==> src/hdl/desa_pkg.sv <==
// Shared constants, codes and helper functions for the double-ended stack allocator.
// No dependencies; the other files of the block, all but desa_hdr_ram, refer to this package by scoped names.
`default_nettype none

package desa_pkg;

    // Region and header geometry.
    localparam int REGION_BYTES = 4096;
    localparam int HEADER_BYTES = 8;
    localparam int HDR_DEPTH    = (REGION_BYTES + HEADER_BYTES - 1) / HEADER_BYTES;
    localparam int HDR_AW       = $clog2(HDR_DEPTH);
    localparam int HB_W         = $clog2(HEADER_BYTES);

    // Field widths.
    localparam int ADDR_W     = 32;
    localparam int SIZE_W     = 13;
    localparam int HDR_W      = 13;
    localparam int OP_W       = 3;
    localparam int STATUS_W   = 2;
    localparam int CFG_IDX_W  = 2;
    localparam int CFG_DATA_W = 32;
    localparam int MIN_SIZE   = 16;

    // Reset values of the configuration registers.
    localparam logic [ADDR_W-1:0] BASE_RESET = '0;
    localparam logic [SIZE_W-1:0] SIZE_RESET = SIZE_W'(4096);

    // Operation codes.
    localparam logic [OP_W-1:0] OP_PULL_FRONT       = 3'd0;
    localparam logic [OP_W-1:0] OP_PULL_BACK        = 3'd1;
    localparam logic [OP_W-1:0] OP_PULL_FRONT_NOPOP = 3'd2;
    localparam logic [OP_W-1:0] OP_PULL_BACK_NOPOP  = 3'd3;
    localparam logic [OP_W-1:0] OP_POP_FRONT        = 3'd4;
    localparam logic [OP_W-1:0] OP_POP_BACK         = 3'd5;

    // Status codes.
    localparam logic [STATUS_W-1:0] ST_OK      = 2'd0;
    localparam logic [STATUS_W-1:0] ST_COLLIDE = 2'd1;
    localparam logic [STATUS_W-1:0] ST_EMPTY   = 2'd2;

    // Configuration register indexes.
    localparam logic [CFG_IDX_W-1:0] CFG_REGION_BASE = 2'd0;
    localparam logic [CFG_IDX_W-1:0] CFG_REGION_SIZE = 2'd1;

    // Effective region size, clamped to the supported range.
    function automatic logic [ADDR_W-1:0] eff_size(input logic [SIZE_W-1:0] size);
        logic [ADDR_W-1:0] s;
        s = ADDR_W'(size);
        if (s < ADDR_W'(MIN_SIZE)) begin
            s = ADDR_W'(MIN_SIZE);
        end
        if (s > ADDR_W'(REGION_BYTES)) begin
            s = ADDR_W'(REGION_BYTES);
        end
        return s;
    endfunction

    // Last byte of the region.
    function automatic logic [ADDR_W-1:0] tail_addr(input logic [ADDR_W-1:0] base,
                                                    input logic [SIZE_W-1:0] size);
        return base + eff_size(size) - ADDR_W'(1);
    endfunction

    // Header store entry that belongs to an absolute address.
    function automatic logic [HDR_AW-1:0] hdr_index(input logic [ADDR_W-1:0] addr,
                                                    input logic [ADDR_W-1:0] base);
        logic [ADDR_W-1:0] diff;
        diff = addr - base;
        return diff[HB_W +: HDR_AW];
    endfunction

endpackage

`default_nettype wire

==> src/hdl/desa_if.sv <==
// Handshake interfaces for the request and response channels of the allocator.
// Depends on desa_pkg for the field widths.
`default_nettype none

interface desa_req_if;
    logic                               valid;
    logic                               ready;
    logic [desa_pkg::OP_W-1:0]          operation;
    logic [desa_pkg::SIZE_W-1:0]        request_size;
    logic                               marker_present;
    logic [desa_pkg::ADDR_W-1:0]        marker_address;

    modport source (output valid, operation, request_size, marker_present, marker_address,
                    input ready);
    modport sink   (input valid, operation, request_size, marker_present, marker_address,
                    output ready);
endinterface

interface desa_rsp_if;
    logic                               valid;
    logic                               ready;
    logic [desa_pkg::ADDR_W-1:0]        granted_address;
    logic [desa_pkg::STATUS_W-1:0]      status;

    modport source (output valid, granted_address, status, input ready);
    modport sink   (input valid, granted_address, status, output ready);
endinterface

`default_nettype wire

==> src/hdl/desa_ctrl.sv <==
// Pointer registers, configuration and the two-state sequencer of the allocator.
// Depends on desa_pkg and desa_if; drives the header RAM ports.
`default_nettype none

module desa_ctrl (
    input  wire logic                                clk,
    input  wire logic                                rst_n,
    desa_req_if.sink                                 req,
    desa_rsp_if.source                               rsp,
    input  wire logic                                cfg_we,
    input  wire logic [desa_pkg::CFG_IDX_W-1:0]      cfg_index,
    input  wire logic [desa_pkg::CFG_DATA_W-1:0]     cfg_data,
    output logic                                     ram_wr_en,
    output logic      [desa_pkg::HDR_AW-1:0]         ram_wr_addr,
    output logic      [desa_pkg::HDR_W-1:0]          ram_wr_data,
    output logic                                     ram_rd_en,
    output logic      [desa_pkg::HDR_AW-1:0]         ram_rd_addr,
    input  wire logic [desa_pkg::HDR_W-1:0]          ram_rd_data
);

    localparam int AW  = desa_pkg::ADDR_W;
    localparam int HBW = desa_pkg::HB_W;

    typedef enum logic {
        S_IDLE,
        S_EXEC
    } state_t;

    state_t                          state_reg,   state_next;
    logic [AW-1:0]                   front_reg,   front_next;
    logic [AW-1:0]                   back_reg,    back_next;
    logic [AW-1:0]                   base_reg,    base_next;
    logic [desa_pkg::SIZE_W-1:0]     size_reg,    size_next;
    logic                            out_valid_reg, out_valid_next;
    logic [AW-1:0]                   grant_reg,   grant_next;
    logic [desa_pkg::STATUS_W-1:0]   status_reg,  status_next;

    // Captured transaction payload.
    logic [desa_pkg::OP_W-1:0]       op_reg;
    logic [desa_pkg::SIZE_W-1:0]     size_req_reg;
    logic                            marker_reg;
    logic [AW-1:0]                   maddr_reg;

    logic                            in_fire;
    logic                            slot_free;

    // Datapath terms of the pull operations.
    logic [AW:0]                     front_sum;
    logic [HBW-1:0]                  front_adj;
    logic [AW+1:0]                   front_hdr;
    logic [AW+1:0]                   front_new;
    logic [AW+1:0]                   back_start;
    logic [AW+1:0]                   back_t;
    logic [AW+1:0]                   back_new;
    logic [AW+1:0]                   front_ext;
    logic [AW-1:0]                   tail_now;

    assign in_fire   = req.valid && req.ready;
    assign slot_free = !out_valid_reg || rsp.ready;
    assign req.ready = (state_reg == S_IDLE);

    assign rsp.valid           = out_valid_reg;
    assign rsp.granted_address = grant_reg;
    assign rsp.status          = status_reg;

    assign tail_now = desa_pkg::tail_addr(base_reg, size_reg);

    // Front pull: end of request, padding to the header boundary, header slot, new pointer.
    assign front_sum = {1'b0, front_reg} + (AW+1)'(size_req_reg);
    assign front_adj = HBW'(0) - front_sum[HBW-1:0];
    assign front_hdr = {1'b0, front_sum} + (AW+2)'(front_adj);
    assign front_new = front_hdr + (AW+2)'(desa_pkg::HEADER_BYTES);
    assign front_ext = {2'b00, front_reg};

    // Back pull: start of block, header slot below it aligned down.
    assign back_start = {2'b00, back_reg} - (AW+2)'(size_req_reg);
    assign back_t     = back_start - (AW+2)'(desa_pkg::HEADER_BYTES);
    assign back_new   = {back_t[AW+1:HBW], {HBW{1'b0}}};

    // Header read is issued with the accepted transaction, from the current pointers.
    assign ram_rd_en   = in_fire;
    assign ram_rd_addr = (req.operation == desa_pkg::OP_POP_FRONT)
                       ? desa_pkg::hdr_index(front_reg - AW'(desa_pkg::HEADER_BYTES), base_reg)
                       : desa_pkg::hdr_index(back_reg, base_reg);

    // Next-state logic.
    always_comb
    begin
        state_next     = state_reg;
        front_next     = front_reg;
        back_next      = back_reg;
        base_next      = base_reg;
        size_next      = size_reg;
        out_valid_next = out_valid_reg;
        grant_next     = grant_reg;
        status_next    = status_reg;
        ram_wr_en      = 1'b0;
        ram_wr_addr    = desa_pkg::hdr_index(front_hdr[AW-1:0], base_reg);
        ram_wr_data    = desa_pkg::HDR_W'(size_req_reg + desa_pkg::SIZE_W'(front_adj));

        if (rsp.ready)
        begin
            out_valid_next = 1'b0;
        end

        case (state_reg)
            S_IDLE:
            begin
                if (in_fire)
                begin
                    state_next = S_EXEC;
                end
            end
            S_EXEC:
            begin
                if (slot_free)
                begin
                    state_next     = S_IDLE;
                    out_valid_next = 1'b1;
                    grant_next     = '0;
                    status_next    = desa_pkg::ST_OK;
                    case (op_reg)
                        desa_pkg::OP_PULL_FRONT:
                        begin
                            if (front_new < {2'b00, back_reg})
                            begin
                                ram_wr_en  = 1'b1;
                                grant_next = front_reg;
                                front_next = front_new[AW-1:0];
                            end
                            else
                            begin
                                status_next = desa_pkg::ST_COLLIDE;
                            end
                        end
                        desa_pkg::OP_PULL_BACK:
                        begin
                            ram_wr_addr = desa_pkg::hdr_index(back_new[AW-1:0], base_reg);
                            ram_wr_data = desa_pkg::HDR_W'(size_req_reg
                                          + desa_pkg::SIZE_W'(back_t[HBW-1:0]));
                            if ($signed(front_ext) < $signed(back_new))
                            begin
                                ram_wr_en  = 1'b1;
                                grant_next = back_start[AW-1:0];
                                back_next  = back_new[AW-1:0];
                            end
                            else
                            begin
                                status_next = desa_pkg::ST_COLLIDE;
                            end
                        end
                        desa_pkg::OP_PULL_FRONT_NOPOP:
                        begin
                            if (front_sum < {1'b0, back_reg})
                            begin
                                grant_next = front_reg;
                                front_next = front_sum[AW-1:0];
                            end
                            else
                            begin
                                status_next = desa_pkg::ST_COLLIDE;
                            end
                        end
                        desa_pkg::OP_PULL_BACK_NOPOP:
                        begin
                            if ($signed(front_ext) < $signed(back_start))
                            begin
                                grant_next = back_start[AW-1:0];
                                back_next  = back_start[AW-1:0];
                            end
                            else
                            begin
                                status_next = desa_pkg::ST_COLLIDE;
                            end
                        end
                        desa_pkg::OP_POP_FRONT:
                        begin
                            if (marker_reg)
                            begin
                                front_next = maddr_reg;
                            end
                            else if (front_reg == base_reg)
                            begin
                                status_next = desa_pkg::ST_EMPTY;
                            end
                            else
                            begin
                                front_next = front_reg - AW'(desa_pkg::HEADER_BYTES)
                                           - AW'(ram_rd_data);
                            end
                        end
                        desa_pkg::OP_POP_BACK:
                        begin
                            if (marker_reg)
                            begin
                                back_next = maddr_reg;
                            end
                            else if (back_reg == tail_now)
                            begin
                                status_next = desa_pkg::ST_EMPTY;
                            end
                            else
                            begin
                                back_next = back_reg + AW'(ram_rd_data)
                                          + AW'(desa_pkg::HEADER_BYTES);
                            end
                        end
                        default:
                        begin
                            // Unused codes leave everything unchanged.
                        end
                    endcase
                end
            end
            default:
            begin
                state_next = S_IDLE;
            end
        endcase

        // A configuration write to the base or size register reinitializes both pointers.
        if (cfg_we)
        begin
            case (cfg_index)
                desa_pkg::CFG_REGION_BASE:
                begin
                    base_next  = cfg_data[AW-1:0];
                    front_next = cfg_data[AW-1:0];
                    back_next  = desa_pkg::tail_addr(cfg_data[AW-1:0], size_reg);
                end
                desa_pkg::CFG_REGION_SIZE:
                begin
                    size_next  = cfg_data[desa_pkg::SIZE_W-1:0];
                    front_next = base_reg;
                    back_next  = desa_pkg::tail_addr(base_reg,
                                                     cfg_data[desa_pkg::SIZE_W-1:0]);
                end
                default:
                begin
                    // Writes beyond the register list are ignored.
                end
            endcase
        end
    end

    // State, pointers, configuration and the output register.
    always_ff @(posedge clk or negedge rst_n)
    begin
        if (!rst_n)
        begin
            state_reg     <= S_IDLE;
            base_reg      <= desa_pkg::BASE_RESET;
            size_reg      <= desa_pkg::SIZE_RESET;
            front_reg     <= desa_pkg::BASE_RESET;
            back_reg      <= desa_pkg::tail_addr(desa_pkg::BASE_RESET, desa_pkg::SIZE_RESET);
            out_valid_reg <= 1'b0;
            grant_reg     <= '0;
            status_reg    <= desa_pkg::ST_OK;
        end
        else
        begin
            state_reg     <= state_next;
            base_reg      <= base_next;
            size_reg      <= size_next;
            front_reg     <= front_next;
            back_reg      <= back_next;
            out_valid_reg <= out_valid_next;
            grant_reg     <= grant_next;
            status_reg    <= status_next;
        end
    end

    // Payload capture of the accepted transaction.
    always_ff @(posedge clk)
    begin
        if (in_fire)
        begin
            op_reg       <= req.operation;
            size_req_reg <= req.request_size;
            marker_reg   <= req.marker_present;
            maddr_reg    <= req.marker_address;
        end
    end

endmodule

`default_nettype wire

==> src/flat_wrapper.sv <==
// flat-port wrapper written by rule: the top's interface ports become plain ports
module desa_ctrl_flat 
  (clk, rst_n, cfg_we, cfg_index, cfg_data, ram_wr_en, ram_wr_addr, ram_wr_data, ram_rd_en, ram_rd_addr, ram_rd_data, req_valid, req_operation, req_request_size, req_marker_present, req_marker_address, req_ready, rsp_valid, rsp_granted_address, rsp_status, rsp_ready);
  desa_req_if req_i ();
  desa_rsp_if rsp_i ();
  input  wire logic clk;
  input  wire logic rst_n;
  input  wire logic cfg_we;
  input  wire logic [desa_pkg::CFG_IDX_W-1:0] cfg_index;
  input  wire logic [desa_pkg::CFG_DATA_W-1:0] cfg_data;
  output logic ram_wr_en;
  output logic      [desa_pkg::HDR_AW-1:0] ram_wr_addr;
  output logic      [desa_pkg::HDR_W-1:0] ram_wr_data;
  output logic ram_rd_en;
  output logic      [desa_pkg::HDR_AW-1:0] ram_rd_addr;
  input  wire logic [desa_pkg::HDR_W-1:0] ram_rd_data;
  input wire logic [$bits(req_i.valid)-1:0] req_valid;
  input wire logic [$bits(req_i.operation)-1:0] req_operation;
  input wire logic [$bits(req_i.request_size)-1:0] req_request_size;
  input wire logic [$bits(req_i.marker_present)-1:0] req_marker_present;
  input wire logic [$bits(req_i.marker_address)-1:0] req_marker_address;
  output wire logic [$bits(req_i.ready)-1:0] req_ready;
  output wire logic [$bits(rsp_i.valid)-1:0] rsp_valid;
  output wire logic [$bits(rsp_i.granted_address)-1:0] rsp_granted_address;
  output wire logic [$bits(rsp_i.status)-1:0] rsp_status;
  input wire logic [$bits(rsp_i.ready)-1:0] rsp_ready;
  assign req_i.valid = req_valid;
  assign req_i.operation = req_operation;
  assign req_i.request_size = req_request_size;
  assign req_i.marker_present = req_marker_present;
  assign req_i.marker_address = req_marker_address;
  assign req_ready = req_i.ready;
  assign rsp_valid = rsp_i.valid;
  assign rsp_granted_address = rsp_i.granted_address;
  assign rsp_status = rsp_i.status;
  assign rsp_i.ready = rsp_ready;
  desa_ctrl u_core (.clk(clk), .rst_n(rst_n), .req(req_i), .rsp(rsp_i), .cfg_we(cfg_we), .cfg_index(cfg_index), .cfg_data(cfg_data), .ram_wr_en(ram_wr_en), .ram_wr_addr(ram_wr_addr), .ram_wr_data(ram_wr_data), .ram_rd_en(ram_rd_en), .ram_rd_addr(ram_rd_addr), .ram_rd_data(ram_rd_data));
endmodule
==> config.mk <==
export PLATFORM = sky130hd
export DESIGN_NAME = desa_ctrl_flat
export DESIGN_NICKNAME = d
export VERILOG_FILES = /design/src/hdl/desa_pkg.sv /design/src/hdl/desa_if.sv /design/src/hdl/desa_ctrl.sv /design/src/flat_wrapper.sv
export SDC_FILE = /design/constraint.sdc
export NUM_CORES = 1
export LEC_CHECK = 0
export BUFFER_PORTS_ARGS = -buffer_cell sky130_fd_sc_hd__buf_2
export CAP_MARGIN = 10
export CORE_ASPECT_RATIO = 1.75
export CORE_MARGIN = 2
export CORE_UTILIZATION = 45
export DETAILED_ROUTE_END_ITERATION = 10
export GPL_TIMING_DRIVEN = 0
export MAX_ROUTING_LAYER = met4
export PLACE_DENSITY = 0.64
export SYNTH_ARGS = -nofsm -noshare
export SYNTH_HDL_FRONTEND = slang
export SYNTH_SLANG_ARGS = --single-unit
==> constraint.sdc <==
create_clock -name clk -period 7.2 [get_ports clk]
set_input_delay 1.44 -clock clk [delete_from_list [all_inputs] [get_ports clk]]
set_output_delay 1.44 -clock clk [all_outputs]
set_load 0.1 [all_outputs]
==> metrics.md, run 1 <==
| Metric | Value |
|---|---|
| Status | finished with violations |
| Failing checks | setup timing |
| Antenna-violating nets left | 0 |
| Syn_area_per_cell | between 7 and 8 sq um |
| Yosys cell types | between 100 and 150 |
| Largest stage delay on the critical path | 0.59 ns |
| Gpl congestion | approximately 1.1 |
| Core area | between 60000 and 70000 sq um |
| Clock slew at reported path FFs | 0.08 ns |
| Post-synth top flop | dfrtp_1 |
| DR WL/cell | slightly above 30 um |
| Post-layout min period | 8.736 ns |
| Placed inst area | 30410 sq um |
| Post-synth EDFFs | 49 |
| RSZ-0062 raised after global routing | true |
| CTS Root Cell | clkbuf_16 |
| Clk buf depth | 2 |
| H-tree Lvls | 4 |
| Seq/Total Area, Yosys | 18.07% |
| Max Transition Viols Final | 0 |
| WP data arrival | around 7.3 ns |
| Total clock sinks | slightly below 200 |
| Detailed placement HPWL | about 120000 um |
| GRT busiest layer | met2 |
| Synthesized area | 28320 sq um |
| Fmax | about 0.11 GHz |
| Tcrit/Tclk final | 121.3% |
| Fill count | 6256 |
| Vias after detailed routing | about 32k |
| Setup-failing EPs final | between 50 and 60 |
| First-pass DRT Iterations | 8 |
| Fraction of registers with async set/reset | 74.74% |
| Fraction of layout cells with a size suffix above 1 | 16.70% |
| Met2 Resource Use GR | around three quarters |
| Met1 GRT Util | 49.09% |
| Final WS setup | -1.536 ns |
| Area growth syn-to-layout | 20.35% |
| Largest net degree at the start of global routing | slightly above 80 |
| Initial Utilization | 45.51% |
| Vias in the first global route | between 30k and 40k |
| Slowest stage cell, crit path | dfstp_2 |
| Chip Height | 335.8 um |
| DIE AREA | between 60000 and 70000 sq um |
| Clk_skew | 0.02340 ns |
| Worst-Margin Slew | ~1.4 ns |
| Worst Setup Start Kind | flop |
| First-pass GRT wire length | 209300 um |
| Die width | a little under 200 um |
| Syn. warnings | 0 |
| Post-route cell area | 34080 sq um |
| Critical Path Sink Type | output port |
| Post-synth net total | about 4.2k |
| Row count | 121 |
| Hold crit path type | flop to flop |
| Crit-path most repeated cell | a21o_1 |
| DRC | 0 |
| Nets | 4542 |
| Drt total wl | 150200 um |
| GRT overflow | 0 |
| Met3 global-route usage | 4.634% |
| Total CTS buffers | 17 |
| Number of max-cap violations | 0 |
| CP max FO | 3 |
| # IOs | 170 |
| Avg Vias per Cell | 6.506 |
| Worst relative slew slack | under 10% |
| Clk_lat worst skew | around 0.52 ns |
| Antenna violations before repair | 3 |
| Worst setup path class | flop to output port |
| Initial DRC count | 2967 |
| Fin. Hold Viols | 0 |
| Total GRT Usage | 45.92% |
| Port Buf Inserts | 168 |
| TritonCTS clock tree | done |
| Worst endpoint required time | 5.76 ns |
| Syn Inst Count | 3781 |
| Worst Hold Slack | 0.4789 ns |
| Post-synthesis register bit count | 194 |
## area by class of cell
type | instances | area [sq um] | share of cell area, %
inverters | 304 | 1141 | 3.348
clock inverters | 15 | 192.7 | 0.5654
multi-input cells | 3093 | 23070 | 67.69
repair buffers | 299 | 2167 | 6.359
plain buffers | 187 | 958.4 | 2.812
diodes | 3 | 7.507 | 0.02203
well taps | 799 | 999.7 | 2.934
clock buffers | 17 | 425.4 | 1.248
flip-flops and latches | 194 | 5120 | 15.02
## critical path, delay by kind of cell (launching register included)
kind / cells / cell delay (ns)
and+or+nand+nor: 9 / 2.55
AOI/OAI and AO/OA: 12 / 1.92
xor gates and xnor gates: 2 / 0.29
adders and majority gates: 3 / 0.74
buffers and inverters: 5 / 0.70
DFF: 1 / 0.59
## per-layer routing
layer	wire length [um]	part of all wire, %
met1	52900	35
met2	69940	47
met3	9967	6.6
met4	17390	12
met5	0	0
## cell families (layout without fill, tap and decap cells)
family                     Yosys count  count (layout)  synth area share [%]
other                                0               3                     0
AOI/OAI and AO/OA                 1099            1099                 25.63
muxes                               33              33                 1.246
buffers and inverters              494             822                 6.730
xor gates and xnor gates           338             338                 10.53
and+or+nand+nor                   1278            1278                 22.31
adders and majority gates          345             345                 15.48
DFF                                194             194                 18.07
## synthesized netlist by cell type (14+ instances only)
library cell / count / area (sq um)
a211oi_1: 42 / 315.3
a21o_1: 70 / 525.5
a21oi_1: 258 / 1291
a221oi_1: 18 / 157.7
a22oi_1: 17 / 127.6
a31oi_1: 37 / 231.5
and2_1: 27 / 168.9
and3_1: 25 / 156.4
buf_2: 14 / 70.07
clkbuf_1: 161 / 604.3
dfrtp_1: 132 / 3303
edfxtp_1: 49 / 1471
ha_1: 336 / 4204
inv_1: 299 / 1122
mux2i_1: 24 / 240.2
nand2_1: 382 / 1434
nand2b_1: 70 / 437.9
nand3_1: 85 / 425.4
nand4_1: 64 / 400.4
nor2_1: 309 / 1160
nor2b_1: 40 / 250.2
nor3_1: 111 / 555.5
nor4_1: 36 / 225.2
o211ai_1: 54 / 405.4
o21a_1: 55 / 412.9
o21ai_0: 252 / 1261
o21ai_1: 31 / 155.2
o21bai_1: 20 / 150.1
o221ai_1: 16 / 140.1
o22ai_1: 14 / 87.58
o31ai_1: 43 / 322.8
or3_1: 26 / 162.7
xnor2_1: 215 / 1883
xor2_1: 121 / 1060
## final timing paths
kind,from,endpoint,slack (ns),cells after the start
hold reg to reg,u_core.rsp.granted_address[27]$_DFFE_PN0P_,u_core.rsp.granted_address[27]$_DFFE_PN0P_,0.48,2
setup / recovery,u_core.back_reg[0]$_DFF_PN1_,ram_wr_en,-1.54,31
min in group asynchronous,rst_n,u_core.size_reg[11]$_DFFE_PN0P_,0.91,1
setup reg to reg,u_core.back_reg[0]$_DFF_PN1_,u_core.back_reg[27]$_DFF_PN0_,-0.25,36
max in group asynchronous,rst_n,u_core.rsp.granted_address[30]$_DFFE_PN0P_,5.36,2
hold / removal,u_core.rsp.granted_address[27]$_DFFE_PN0P_,u_core.rsp.granted_address[27]$_DFFE_PN0P_,0.48,2
## stage by stage
step / cells / utilization, % / TNS [ns] / worst slack [ns]
final: 4911 / 54.77 / -7.926 / -1.536
after global routing: 4910 / 54.76 / -20.36 / -1.652
after CTS: 4854 / 52.00 / -6.656 / -1.407
after detailed placement: 4754 / 48.87 / -182.72 / -2.972
after global placement: 4748 / 48.67 / -188.91 / -3.012
after floorplan: 3781 / - / -0.6375 / -0.6375
## cell usage in the layout (no fill, tap or decap), types with 24 or more instances in the layout
cell	netlist	routed
clkbuf_1	161	146
buf_4	1	98
and2_1	27	25
nand4_1	64	64
nor3_1	111	97
ha_1	336	327
edfxtp_1	49	49
o211ai_1	54	54
nor4_1	36	30
a21oi_1	258	215
nand2_1	382	370
a211oi_1	42	35
o21ai_0	252	230
nor2b_1	40	37
nand2b_1	70	68
dfrtp_1	132	129
o31ai_1	43	35
nor2_1	309	303
or3_1	26	25
xor2_1	121	110
a21o_1	70	70
o21ai_1	31	42
buf_2	14	168
inv_1	299	296
o21a_1	55	55
a21oi_2	3	41
a31oi_1	37	32
mux2i_1	24	24
xnor2_1	215	197
nand3_1	85	75
and3_1	25	25
## repair_timing
item,4_1_cts,5_1_grt
hold buffers,0,0
buffers inserted,71,51
gates cloned,0,5
resized for setup,173,251
pin swaps,56,127
setup endpoints to repair,105,101
Power of run 1 is left out: the tool's default activity adds up to more than one toggle a clock period on the data nets, which glitch-free logic cannot reach.
==> run 2: changes to the inputs <==
--- a/config.mk
+++ b/config.mk
@@ -14,6 +14,7 @@
 export GPL_TIMING_DRIVEN = 0
 export MAX_ROUTING_LAYER = met4
 export PLACE_DENSITY = 0.64
+export SKIP_CTS_REPAIR_TIMING = 1
 export SYNTH_ARGS = -nofsm -noshare
 export SYNTH_HDL_FRONTEND = slang
 export SYNTH_SLANG_ARGS = --single-unit
==> run 2 against run 1 <==
- the run still ends with setup timing left
- sequential share of layout area is 0.14 points higher
- design area fell by 0.94%
- final cell count is the same
- critical path depth fell by 1
- count of clock-buffer cells in the layout stayed put
- register-to-register slack got worse by 0.25 ns
- via count down 0.47%
- highest routed layer unchanged
- core utilization shrank 0.51 points
- clock skew hardly changed
- worst setup slack got worse by 0.27 ns
==> metrics.md, run 2 (synthesized netlist as in run 1, its figures left out) <==
| Metric | Value |
|---|---|
| Status | finished with violations |
| Failing checks | setup timing |
| Worst flop-to-flop path endpoint | u_core.back_reg[4]$_DFF_PN1_ |
| Met1 GRT Util | 48.12% |
| First-pass GRT wire length | 205900 um |
| Worst setup path class | flop to output port |
| Fin. Hold Viols | 0 |
| DRC | 0 |
| Total CTS buffers | 17 |
| Reg2reg start | u_core.back_reg[0]$_DFF_PN1_ |
| Worst Setup Start Kind | flop |
| Initial Utilization | 45.51% |
| Worst endpoint required time | ~5.8 ns |
| Nets | 4545 |
| Max Transition Viols Final | 0 |
| Die width | 193.6 um |
| Most frequent cells in the layout | nand2_1, ha_1, nor2_1, inv_1, o21ai_0 |
| Total clock sinks | 194 |
| FF-to-FF path depth | 33 |
| Critical Path Sink Type | output port |
| Core area | about 62000 sq um |
| Hold Crit Depth | 2 |
| # IOs | 170 |
| Hold path endpoint | u_core.rsp.granted_address[27]$_DFFE_PN0P_ |
| Vias in the first global route | 30.57k |
| Number of diodes | 0 |
| CP max FO | 5 |
| Detailed placement HPWL | approximately 120000 um |
| Clk_lat worst skew | 0.52 ns |
| Antenna violations before repair | 1 |
| Setup TNS | -28.52 ns |
| H-tree Lvls | 4 |
| Met2 Resource Use GR | 74.55% |
| Port Buf Inserts | 168 |
| Final WS setup | -1.808 ns |
| Area growth syn-to-layout | 19.22% |
| GRT overflow | 0 |
| Avg Vias per Cell | 6.476 |
| Gpl congestion | 1.093 |
| Fmax | 0.1110 GHz |
| Chip Height | ~340 um |
| Row count | 121 |
| Hold crit path type | flop to flop |
| DR WL/cell | 30.43 um |
| First-pass DRT Iterations | 8 |
| Reg2Reg Setup Slack | -0.50 ns |
| Met3 global-route usage | 4.504% |
| Antenna-violating nets left | 0 |
| Worst-Margin Slew | approximately 1.4 ns |
| Fraction of layout cells with a size suffix above 1 | 15.64% |
| Initial DRC count | 2946 |
| DIE AREA | 65030 sq um |
| Clock slew at reported path FFs | ~0.09 ns |
| Slowest stage cell, crit path | edfxtp_1 |
| WP data arrival | 7.57 ns |
| Clk buf depth | 2 |
| RSZ-0062 raised after global routing | true |
| Largest stage delay on the critical path | 0.46 ns |
| Number of max-cap violations | 0 |
| Drt total wl | 149400 um |
| Tcrit/Tclk final | 125.1% |
| Worst Hold Launch | u_core.rsp.granted_address[27]$_DFFE_PN0P_ |
| GRT busiest layer | met2 |
| Total GRT Usage | 45.11% |
| Largest net degree at the start of global routing | 82 |
| TritonCTS clock tree | done |
| Post-layout min period | 9.008 ns |
| Clk_skew | 0.02342 ns |
| Setup-failing EPs final | 98 |
| Crit-path most repeated cell | ha_4 |
| CTS Root Cell | clkbuf_16 |
| Vias after detailed routing | 31.80k |
| Worst relative slew slack | 5.845% |
| Most common cell after layout, fill and taps aside | nand2_1 |
## run 2: cell count changes in the layout (fill, tap and decap cells not counted), sizes merged
cell,delta
clkbuf,-1
diode,-3
buf,+4
## run 2: worst max path at each step
stage,cells past startpoint,to,startpoint,slack [ns]
floorplan,29,ram_wr_en,u_core.back_reg[0]$_DFF_PN1_,-0.64
global placement,29,ram_wr_en,u_core.front_reg[1]$_DFF_PN0_,-3.01
detailed placement,29,ram_wr_en,u_core.size_req_reg[1]$_DFFE_PP_,-2.97
CTS,29,ram_wr_en,u_core.size_req_reg[1]$_DFFE_PP_,-3.54
global route,31,ram_wr_en,u_core.size_req_reg[0]$_DFFE_PP_,-2.05
finish,30,ram_wr_en,u_core.size_req_reg[0]$_DFFE_PP_,-1.81
## run 2: critical path, delay by kind of cell (launching register included)
kind	cells	cell delay [ns]
and+or+nand+nor	9	1.88
xor gates and xnor gates	3	0.64
buffers and inverters	4	0.61
DFF	1	0.46
adders and majority gates	5	1.46
AOI/OAI and AO/OA	9	1.96
## run 2: metal layers
| metal | routed length, um | share of wire [%] | vias up |
|---|---|---|---|
| met5 | 0 | 0 | - |
| li1 | - | - | 14290 |
| met4 | 16760 | 11 | 0 |
| met3 | 9874 | 6.6 | 651 |
| met1 | 52880 | 35 | 15160 |
| met2 | 69910 | 47 | 1697 |
## run 2: area by class of cell
type | instances | area (sq um)
Sequential cell | 194 | 5119
Fill cell | 6278 | 28460
Multi-Input combinational cell | 3093 | 22720
Timing Repair Buffer | 301 | 2213
Tap cell | 799 | 999.7
Buffer | 188 | 949.7
Clock buffer | 17 | 425.4
Clock inverter | 15 | 192.7
Inverter | 304 | 1141
## run 2: metrics by stage
step           hold WS, ns  util [%]  setup WS (ns)  instances  instance area (sq um)
5_1_grt             0.5027     54.25         -2.045       4911                  33760
3_5_place_dp        0.4695     48.87         -2.972       4754                  30410
4_1_cts             0.4866     49.86         -3.537       4786                  31020
2_1_floorplan       0.4741         -        -0.6375       3781                  28440
3_3_place_gp        0.4495     48.67         -3.012       4748                  30290
6_report            0.4784     54.25         -1.808       4911                  33760
Power of run 2 is left out for the same reason.
